File: config.mk
export PLATFORM = sky130hd
export DESIGN_NAME = uart_fifo_register_block
export DESIGN_NICKNAME = d
export VERILOG_FILES = /design/src/hw/rtl/ufrb_pkg.sv /design/src/hw/rtl/ufrb_queue.sv /design/src/hw/rtl/ufrb_decode.sv /design/src/hw/rtl/uart_fifo_register_block.sv
export SDC_FILE = /design/constraint.sdc
export NUM_CORES = 1
export LEC_CHECK = 0
export ABC_CLOCK_PERIOD_IN_PS = 3800
export BUFFER_PORTS_ARGS = -buffer_cell sky130_fd_sc_hd__clkbuf_2
export CORE_MARGIN = 8
export CORE_UTILIZATION = 60
export CTS_CLUSTER_DIAMETER = 30
export DETAILED_ROUTE_END_ITERATION = 16
export PLACE_DENSITY = 0.78
export SYNTH_ARGS = -nofsm -noshare
export SYNTH_HDL_FRONTEND = slang
export SYNTH_SLANG_ARGS = --single-unit
File: constraint.sdc
create_clock -name clk -period 3.8 [get_ports clk]
set_input_delay 0.57 -clock clk [delete_from_list [all_inputs] [get_ports clk]]
set_output_delay 0.57 -clock clk [all_outputs]
set_load 0.005 [all_outputs]
File: src/hw/rtl/ufrb_pkg.sv
package ufrb_pkg;

    localparam int DATA_W   = 8;
    localparam int BUS_W    = 16;
    localparam int OFS_W    = 12;
    localparam int OPCODE_W = 2;
    localparam int CFG_IDX_W = 2;

    localparam logic [OPCODE_W-1:0] OP_BUS_READ  = 2'd0;
    localparam logic [OPCODE_W-1:0] OP_BUS_WRITE = 2'd1;
    localparam logic [OPCODE_W-1:0] OP_LINE_RX   = 2'd2;
    localparam logic [OPCODE_W-1:0] OP_TX_READY  = 2'd3;

    localparam logic [CFG_IDX_W-1:0] CFG_DEVICE_EN = 2'd0;
    localparam logic [CFG_IDX_W-1:0] CFG_TX_EN     = 2'd1;
    localparam logic [CFG_IDX_W-1:0] CFG_RX_EN     = 2'd2;
    localparam logic [CFG_IDX_W-1:0] CFG_FIFO_EN   = 2'd3;

    localparam logic [OFS_W-1:0] OFS_DATA  = 12'h000;
    localparam logic [OFS_W-1:0] OFS_FLAGS = 12'h018;
    localparam logic [OFS_W-1:0] OFS_ICR   = 12'h044;

    localparam logic [BUS_W-1:0] FLAG_RXFE   = 16'h0010;
    localparam logic [BUS_W-1:0] FLAG_TXFF   = 16'h0020;
    localparam logic [BUS_W-1:0] FLAG_RXFF   = 16'h0040;
    localparam logic [BUS_W-1:0] FLAG_TXFE   = 16'h0080;
    localparam logic [BUS_W-1:0] OVERRUN_BIT = 16'h0800;

    typedef struct packed {
        logic rx_empty;
        logic rx_full;
        logic tx_empty;
        logic tx_full;
        logic overrun;
        logic device_en;
        logic tx_en;
        logic rx_en;
    } status_t;

    typedef struct packed {
        logic             tx_push;
        logic             tx_pop;
        logic             rx_push;
        logic             rx_pop;
        logic             ovr_set;
        logic             ovr_clr;
        logic [BUS_W-1:0] rd_base;
    } cmd_t;

endpackage

File: src/hw/rtl/ufrb_queue.sv
module ufrb_queue #(
    parameter int FIFO_DEPTH = 32
) (
    input  logic                        clk,
    input  logic                        rst_n,
    input  logic                        cap_one,
    input  logic                        push,
    input  logic [ufrb_pkg::DATA_W-1:0] push_byte,
    input  logic                        pop,
    output logic [ufrb_pkg::DATA_W-1:0] pop_byte,
    output logic                        empty,
    output logic                        full
);

    localparam int PTR_W = (FIFO_DEPTH > 1) ? $clog2(FIFO_DEPTH) : 1;
    localparam int CNT_W = $clog2(FIFO_DEPTH + 1);
    localparam logic [PTR_W-1:0] PTR_LAST = PTR_W'(FIFO_DEPTH - 1);
    localparam logic [CNT_W-1:0] CNT_FULL = CNT_W'(FIFO_DEPTH);

    logic [ufrb_pkg::DATA_W-1:0] mem [FIFO_DEPTH];
    logic [PTR_W-1:0] head_reg, head_next;
    logic [PTR_W-1:0] tail_reg, tail_next;
    logic [CNT_W-1:0] count_reg, count_next;
    logic [ufrb_pkg::DATA_W-1:0] pop_byte_reg;

    assign empty = (count_reg == '0);
    // one-byte mode: anything held counts as full, also after a shrink
    assign full  = cap_one ? !empty : (count_reg >= CNT_FULL);

    always_comb
    begin
        head_next  = head_reg;
        tail_next  = tail_reg;
        count_next = count_reg;
        if (push)
        begin
            tail_next  = (tail_reg == PTR_LAST) ? '0 : tail_reg + 1'b1;
            count_next = count_reg + 1'b1;
        end
        if (pop)
        begin
            head_next  = (head_reg == PTR_LAST) ? '0 : head_reg + 1'b1;
            count_next = count_reg - 1'b1;
        end
    end

    always_ff @(posedge clk or negedge rst_n)
    begin
        if (!rst_n)
        begin
            head_reg  <= '0;
            tail_reg  <= '0;
            count_reg <= '0;
        end
        else
        begin
            head_reg  <= head_next;
            tail_reg  <= tail_next;
            count_reg <= count_next;
        end
    end

    always_ff @(posedge clk)
    begin
        if (push)
        begin
            mem[tail_reg] <= push_byte;
        end
        if (pop)
        begin
            pop_byte_reg <= mem[head_reg];
        end
    end

    assign pop_byte = pop_byte_reg;

endmodule

File: src/hw/rtl/ufrb_decode.sv
module ufrb_decode (
    input  logic [ufrb_pkg::OPCODE_W-1:0] opcode,
    input  logic [ufrb_pkg::OFS_W-1:0]    reg_offset,
    input  ufrb_pkg::status_t             status,
    output ufrb_pkg::cmd_t                cmd
);

    always_comb
    begin
        cmd = '0;
        unique case (opcode)
            ufrb_pkg::OP_BUS_READ:
            begin
                if (reg_offset == ufrb_pkg::OFS_DATA)
                begin
                    if (!status.rx_empty)
                    begin
                        cmd.rx_pop  = 1'b1;
                        cmd.rd_base = status.overrun ? ufrb_pkg::OVERRUN_BIT : '0;
                    end
                end
                else if (reg_offset == ufrb_pkg::OFS_FLAGS)
                begin
                    cmd.rd_base = (status.rx_empty ? ufrb_pkg::FLAG_RXFE : '0)
                                | (status.tx_full  ? ufrb_pkg::FLAG_TXFF : '0)
                                | (status.rx_full  ? ufrb_pkg::FLAG_RXFF : '0)
                                | (status.tx_empty ? ufrb_pkg::FLAG_TXFE : '0);
                end
            end
            ufrb_pkg::OP_BUS_WRITE:
            begin
                if (reg_offset == ufrb_pkg::OFS_DATA)
                begin
                    cmd.tx_push = !status.tx_full;
                end
                else if (reg_offset == ufrb_pkg::OFS_ICR)
                begin
                    cmd.ovr_clr = 1'b1;
                end
            end
            ufrb_pkg::OP_LINE_RX:
            begin
                if (status.device_en && status.rx_en)
                begin
                    cmd.ovr_set = status.rx_full;
                    cmd.rx_push = !status.rx_full;
                end
            end
            ufrb_pkg::OP_TX_READY:
            begin
                cmd.tx_pop = status.device_en && status.tx_en && !status.tx_empty;
            end
            default:
            begin
                cmd = '0;
            end
        endcase
    end

endmodule

File: src/hw/rtl/uart_fifo_register_block.sv
// An accepted input beat moves through the s1 and s2 registers to out_valid.
// Throughput: one beat per cycle while in_stall is low; FIFO state and the
// registered FIFO read port update at the accept edge, s2 when it takes s1.
// Reset: rst_n is asynchronous active low; pointers, counts, overrun and
// pipeline valids clear, enables return to device off, tx on, rx on, FIFO off.
// FIFO storage is not reset.
module uart_fifo_register_block #(
    parameter int FIFO_DEPTH = 32
) (
    input  logic                           clk,
    input  logic                           rst_n,
    input  logic                           cfg_we,
    input  logic [ufrb_pkg::CFG_IDX_W-1:0] cfg_index,
    input  logic                           cfg_wdata,
    input  logic                           in_valid,
    output logic                           in_stall,
    input  logic [ufrb_pkg::OPCODE_W-1:0]  opcode,
    input  logic [ufrb_pkg::OFS_W-1:0]     reg_offset,
    input  logic [ufrb_pkg::BUS_W-1:0]     write_data,
    input  logic [ufrb_pkg::DATA_W-1:0]    line_byte,
    output logic                           out_valid,
    input  logic                           out_stall,
    output logic [ufrb_pkg::BUS_W-1:0]     read_data,
    output logic                           tx_valid,
    output logic [ufrb_pkg::DATA_W-1:0]    tx_byte
);

    logic device_en_reg, tx_en_reg, rx_en_reg, fifo_en_reg;
    logic overrun_reg;

    logic s1_valid_reg;
    logic s1_rx_pop_reg, s1_tx_pop_reg;
    logic [ufrb_pkg::BUS_W-1:0] s1_base_reg;

    logic s2_valid_reg;
    logic [ufrb_pkg::BUS_W-1:0]  s2_rdata_reg;
    logic                        s2_txv_reg;
    logic [ufrb_pkg::DATA_W-1:0] s2_txb_reg;

    logic accept, s2_take, s1_move;
    ufrb_pkg::status_t status;
    ufrb_pkg::cmd_t    cmd;

    logic tx_push, tx_pop, rx_push, rx_pop;
    logic tx_empty, tx_full, rx_empty, rx_full;
    logic [ufrb_pkg::DATA_W-1:0] tx_q_byte, rx_q_byte;

    assign s2_take  = !s2_valid_reg || !out_stall;
    assign s1_move  = s1_valid_reg && s2_take;
    assign in_stall = s1_valid_reg && !s2_take;
    assign accept   = in_valid && !in_stall;

    always_ff @(posedge clk or negedge rst_n)
    begin
        if (!rst_n)
        begin
            device_en_reg <= 1'b0;
            tx_en_reg     <= 1'b1;
            rx_en_reg     <= 1'b1;
            fifo_en_reg   <= 1'b0;
        end
        else if (cfg_we)
        begin
            unique case (cfg_index)
                ufrb_pkg::CFG_DEVICE_EN: device_en_reg <= cfg_wdata;
                ufrb_pkg::CFG_TX_EN:     tx_en_reg     <= cfg_wdata;
                ufrb_pkg::CFG_RX_EN:     rx_en_reg     <= cfg_wdata;
                ufrb_pkg::CFG_FIFO_EN:   fifo_en_reg   <= cfg_wdata;
                default:                 fifo_en_reg   <= fifo_en_reg;
            endcase
        end
    end

    always_comb
    begin
        status.rx_empty  = rx_empty;
        status.rx_full   = rx_full;
        status.tx_empty  = tx_empty;
        status.tx_full   = tx_full;
        status.overrun   = overrun_reg;
        status.device_en = device_en_reg;
        status.tx_en     = tx_en_reg;
        status.rx_en     = rx_en_reg;
    end

    ufrb_decode u_decode (
        .opcode     (opcode),
        .reg_offset (reg_offset),
        .status     (status),
        .cmd        (cmd)
    );

    assign tx_push = accept && cmd.tx_push;
    assign tx_pop  = accept && cmd.tx_pop;
    assign rx_push = accept && cmd.rx_push;
    assign rx_pop  = accept && cmd.rx_pop;

    ufrb_queue #(
        .FIFO_DEPTH (FIFO_DEPTH)
    ) u_tx_queue (
        .clk       (clk),
        .rst_n     (rst_n),
        .cap_one   (!fifo_en_reg),
        .push      (tx_push),
        .push_byte (write_data[ufrb_pkg::DATA_W-1:0]),
        .pop       (tx_pop),
        .pop_byte  (tx_q_byte),
        .empty     (tx_empty),
        .full      (tx_full)
    );

    ufrb_queue #(
        .FIFO_DEPTH (FIFO_DEPTH)
    ) u_rx_queue (
        .clk       (clk),
        .rst_n     (rst_n),
        .cap_one   (!fifo_en_reg),
        .push      (rx_push),
        .push_byte (line_byte),
        .pop       (rx_pop),
        .pop_byte  (rx_q_byte),
        .empty     (rx_empty),
        .full      (rx_full)
    );

    always_ff @(posedge clk or negedge rst_n)
    begin
        if (!rst_n)
        begin
            overrun_reg  <= 1'b0;
            s1_valid_reg <= 1'b0;
            s2_valid_reg <= 1'b0;
        end
        else
        begin
            if (accept && cmd.ovr_set)
            begin
                overrun_reg <= 1'b1;
            end
            else if (accept && cmd.ovr_clr)
            begin
                overrun_reg <= 1'b0;
            end

            if (accept)
            begin
                s1_valid_reg <= 1'b1;
            end
            else if (s1_move)
            begin
                s1_valid_reg <= 1'b0;
            end

            if (s1_move)
            begin
                s2_valid_reg <= 1'b1;
            end
            else if (s2_take)
            begin
                s2_valid_reg <= 1'b0;
            end
        end
    end

    // queue read registers hold the popped byte alongside the s1 sideband
    always_ff @(posedge clk)
    begin
        if (accept)
        begin
            s1_rx_pop_reg <= cmd.rx_pop;
            s1_tx_pop_reg <= cmd.tx_pop;
            s1_base_reg   <= cmd.rd_base;
        end
        if (s1_move)
        begin
            s2_rdata_reg <= s1_base_reg
                          | (s1_rx_pop_reg ? {{(ufrb_pkg::BUS_W - ufrb_pkg::DATA_W){1'b0}},
                                              rx_q_byte} : '0);
            s2_txv_reg   <= s1_tx_pop_reg;
            s2_txb_reg   <= s1_tx_pop_reg ? tx_q_byte : '0;
        end
    end

    assign out_valid = s2_valid_reg;
    assign read_data = s2_rdata_reg;
    assign tx_valid  = s2_txv_reg;
    assign tx_byte   = s2_txb_reg;

endmodule

==> results by group <==
Hold path
  – Hold_sp: out_stall
  – Hold WC Path Type: in2reg

Clock network
  – H-tree Lvls: 3
  – Postcts setup bufs: 0
  – CTS max path bufs: 3
  – Cts bufs inserted: 105
  – CTS tree: done
  – CTS Hold Bufs: 1
  – Root buf cell: clkbuf_16
  – Clock Pin Slew Worst Setup and Hold Paths: 0.05 ns
  – Post-CTS sizing: 0
  – Clock sinks: 592
  – Clk_lat worst skew: 0.65 ns

Worst setup path
  – R2R setup slack: 0.53 ns
  – Worst Setup SP: u_tx_queue.count_reg[0]
  – Crit path required time: 4.05 ns
  – Crit path to: u_tx_queue.mem[11][4]
  – CP max stage delay: 0.77 ns
  – Crit-path slowest cell: nor2_1
  – Crit Path Max Fanout: 14
  – Startpoint types: flop
  – Worst R2R End: u_tx_queue.mem[11][4]
  – Worst path depth: 6
  – Cell family with most CP delay: simple AND/OR/NAND/NOR gates
  – Worst r2r path cells: 6
  – Cells along the critical path: nor4_1, a22o_1, nor4b_2, buf_4, nand2_1, nor2_1
  – Critical path arrival: 3.52 ns
  – Crit Path Class: reg2reg
  – CP endpoint kind: flop
  – CP Buf/Inv Count: 1
  – RR Startpoint: u_tx_queue.count_reg[0]

Synthesis
  – Ys async rst share: 0.0659
  – Distinct cell type count after synthesis: 56
  – Flop and latch count out of synthesis: 592
  – EDFF count, synth: 553
  – Sequential element share of the synthesized area: 0.745
  – Synth Warn #: 0
  – Cell area after synthesis: 23,600 µm²
  – Syn Area/Cell: 19.4 µm²
  – Cells after synthesis: 1,217
  – Ys flop type: edfxtp_1

Final layout
  – Antenna cells: 0
  – Commonest non-fill, non-tap cell in the layout: edfxtp_1
  – Share of cells above drive strength 1: 0.281
  – Area Growth Syn to Fin: 19.9%
  – Nets@finish: 1,434
  – Most frequent cells in the layout: edfxtp_1, mux4_2, clkbuf_16
  – Utilization after layout: 0.731

Placement
  – PortBufs: 57
  – Post-Place Worst Slack: 0.377 ns
  – Dpl hpwl: 28.9 mm
  – Placer Congestion: 0.816

Floorplan
  – Die Area: 45,900 µm²
  – Die H: 214 µm
  – Die W: 214 µm
  – Starting density of the core: 0.609
  – Row cnt: 72
  – Io pins: 73
  – Core area: 38,700 µm²

Power and ir drop
  – Internal power: 13.6 mW
  – Clk network pwr share: 0.558
  – Pwr/cell area: 610 nW/µm²
  – Sw frac: 0.215
  – Psw: 3.71 mW
  – VDD IR max: 498 µV
  – P_leak: 9.48 nW
  – Gate power share: 0.021
  – Reg power frac: 0.421

Global routing
  – First-pass GRT wire length: 79.1 mm
  – Pin count of the biggest net entering global routing: 69
  – Initial antenna violation count: 2
  – Total track usage: 0.226
  – GRT overflow: 0
  – Number of global-route vias before repair: 13,100

Detailed routing
  – 1st-iter DRT viols: 1,511
  – Post-DRT Antenna Nets: 0
  – TritonRoute pass-1 iters: 6
  – DRC: 0
  – Via count: 12,500
  – Detailed Route WL: 51.9 mm
  – Vias per Instance: 6.32
  – Post-DR wirelength/cell: 26.3 µm

STA
  – Final worst hold slack: 0.202 ns
  – Minimum clock period: 3.27 ns
  – RSZ-0062 raised after global routing: false
  – Setup TNS: 0 ns
  – Fmax: 0.305 GHz
  – Worst slew pin tran: 1.03 ns
  – Final Max Tran Viols: 0
  – Post-route setup slack: 0.526 ns
  – Setup violators final: 0
  – Hold Fails Final Rpt: 0
  – Final worst-path cycle share: 0.862
  – Layout Skew: 0.0372 ns
  – Slew margin rel.: 0.310

Run
  – Max-cap violations: 0

Status
  – Status: finished, final reports clean
==> cell usage after synthesis, types with 14 or more instances <==
| cell | number | share of area |
|---|---|---|
| mux4_2 | 112 | 0.11 |
| mux2i_1 | 84 | 0.036 |
| edfxtp_1 | 553 | 0.70 |
| ha_1 | 22 | 0.012 |
| dfrtp_1 | 37 | 0.039 |
| nor2_1 | 81 | 0.013 |
| a21oi_1 | 18 | 0.0038 |
| buf_2 | 14 | 0.0030 |
| and2_1 | 16 | 0.0042 |
| nand2_1 | 44 | 0.0070 |
| a22o_1 | 17 | 0.0063 |
| clkbuf_1 | 27 | 0.0043 |
==> layout make-up <==
type	count	area (µm²)
Sequential cell	592	17600
Inverter	10	37.5
Tap cell	518	648
Timing Repair Buffer	95	611
Clock inverter	77	1010
Clock buffer	122	2710
Fill cell	2075	10400
Multi-Input combinational cell	560	5690
==> cell families (layout without fill, tap and decap cells) <==
family,count (synthesis),after routing,synth area share
buf+inv,71,304,0.0149
flops,592,592,0.745
simple gates,204,204,0.0413
compound gates,97,97,0.0286
xor+xnor,10,10,0.00371
fa+ha+maj,24,24,0.0134
other cells,1,7,0.000159
mux,218,218,0.153
==> through the flow <==
step	power, mW	cells	cell area (µm²)
2_1_floorplan	7.54	1223	23600
3_3_place_gp	7.71	1774	24600
3_5_place_dp	7.73	1774	24600
4_1_cts	17.3	1974	28300
5_1_grt	17.7	1974	28300
6_report	17.3	1974	28300
==> worst register-to-register path: stages, from the launching register on <==
cell and delay (ns):
dfrtp_1 0.45, nor4_1 0.51, a22o_1 0.25, nor4b_2 0.26, buf_4 0.28, nand2_1 0.38
nor2_1 0.78
==> power by group through the flow <==
stage | sequential [mW] | clock [mW] | combinational (mW)
after detailed placement | 7.40 | 0 | 0.338
final | 7.28 | 9.64 | 0.354
after global routing | 7.28 | 10.0 | 0.386
after CTS | 7.28 | 9.72 | 0.354
after floorplan | 7.37 | 0 | 0.167
after global placement | 7.39 | 0 | 0.321
==> routing by layer <==
layer  vias to the layer above  share of wire  GRT usage
met1                      6367           0.38      0.292
li1                       5246              -          -
met4                         2          0.031     0.0816
met2                       739           0.50      0.373
met3                       129          0.088     0.0549
met5                         -        0.00025          0
==> worst min path at each step <==
stage | endpoint | cells past startpoint
after floorplan | device_en_reg | 0
after global placement | read_data[11] | 0
after detailed placement | read_data[11] | 0
after CTS | out_valid | 2
after global routing | out_valid | 2
final | out_valid | 2
No activity file was read; power rests on OpenSTA's default activity.
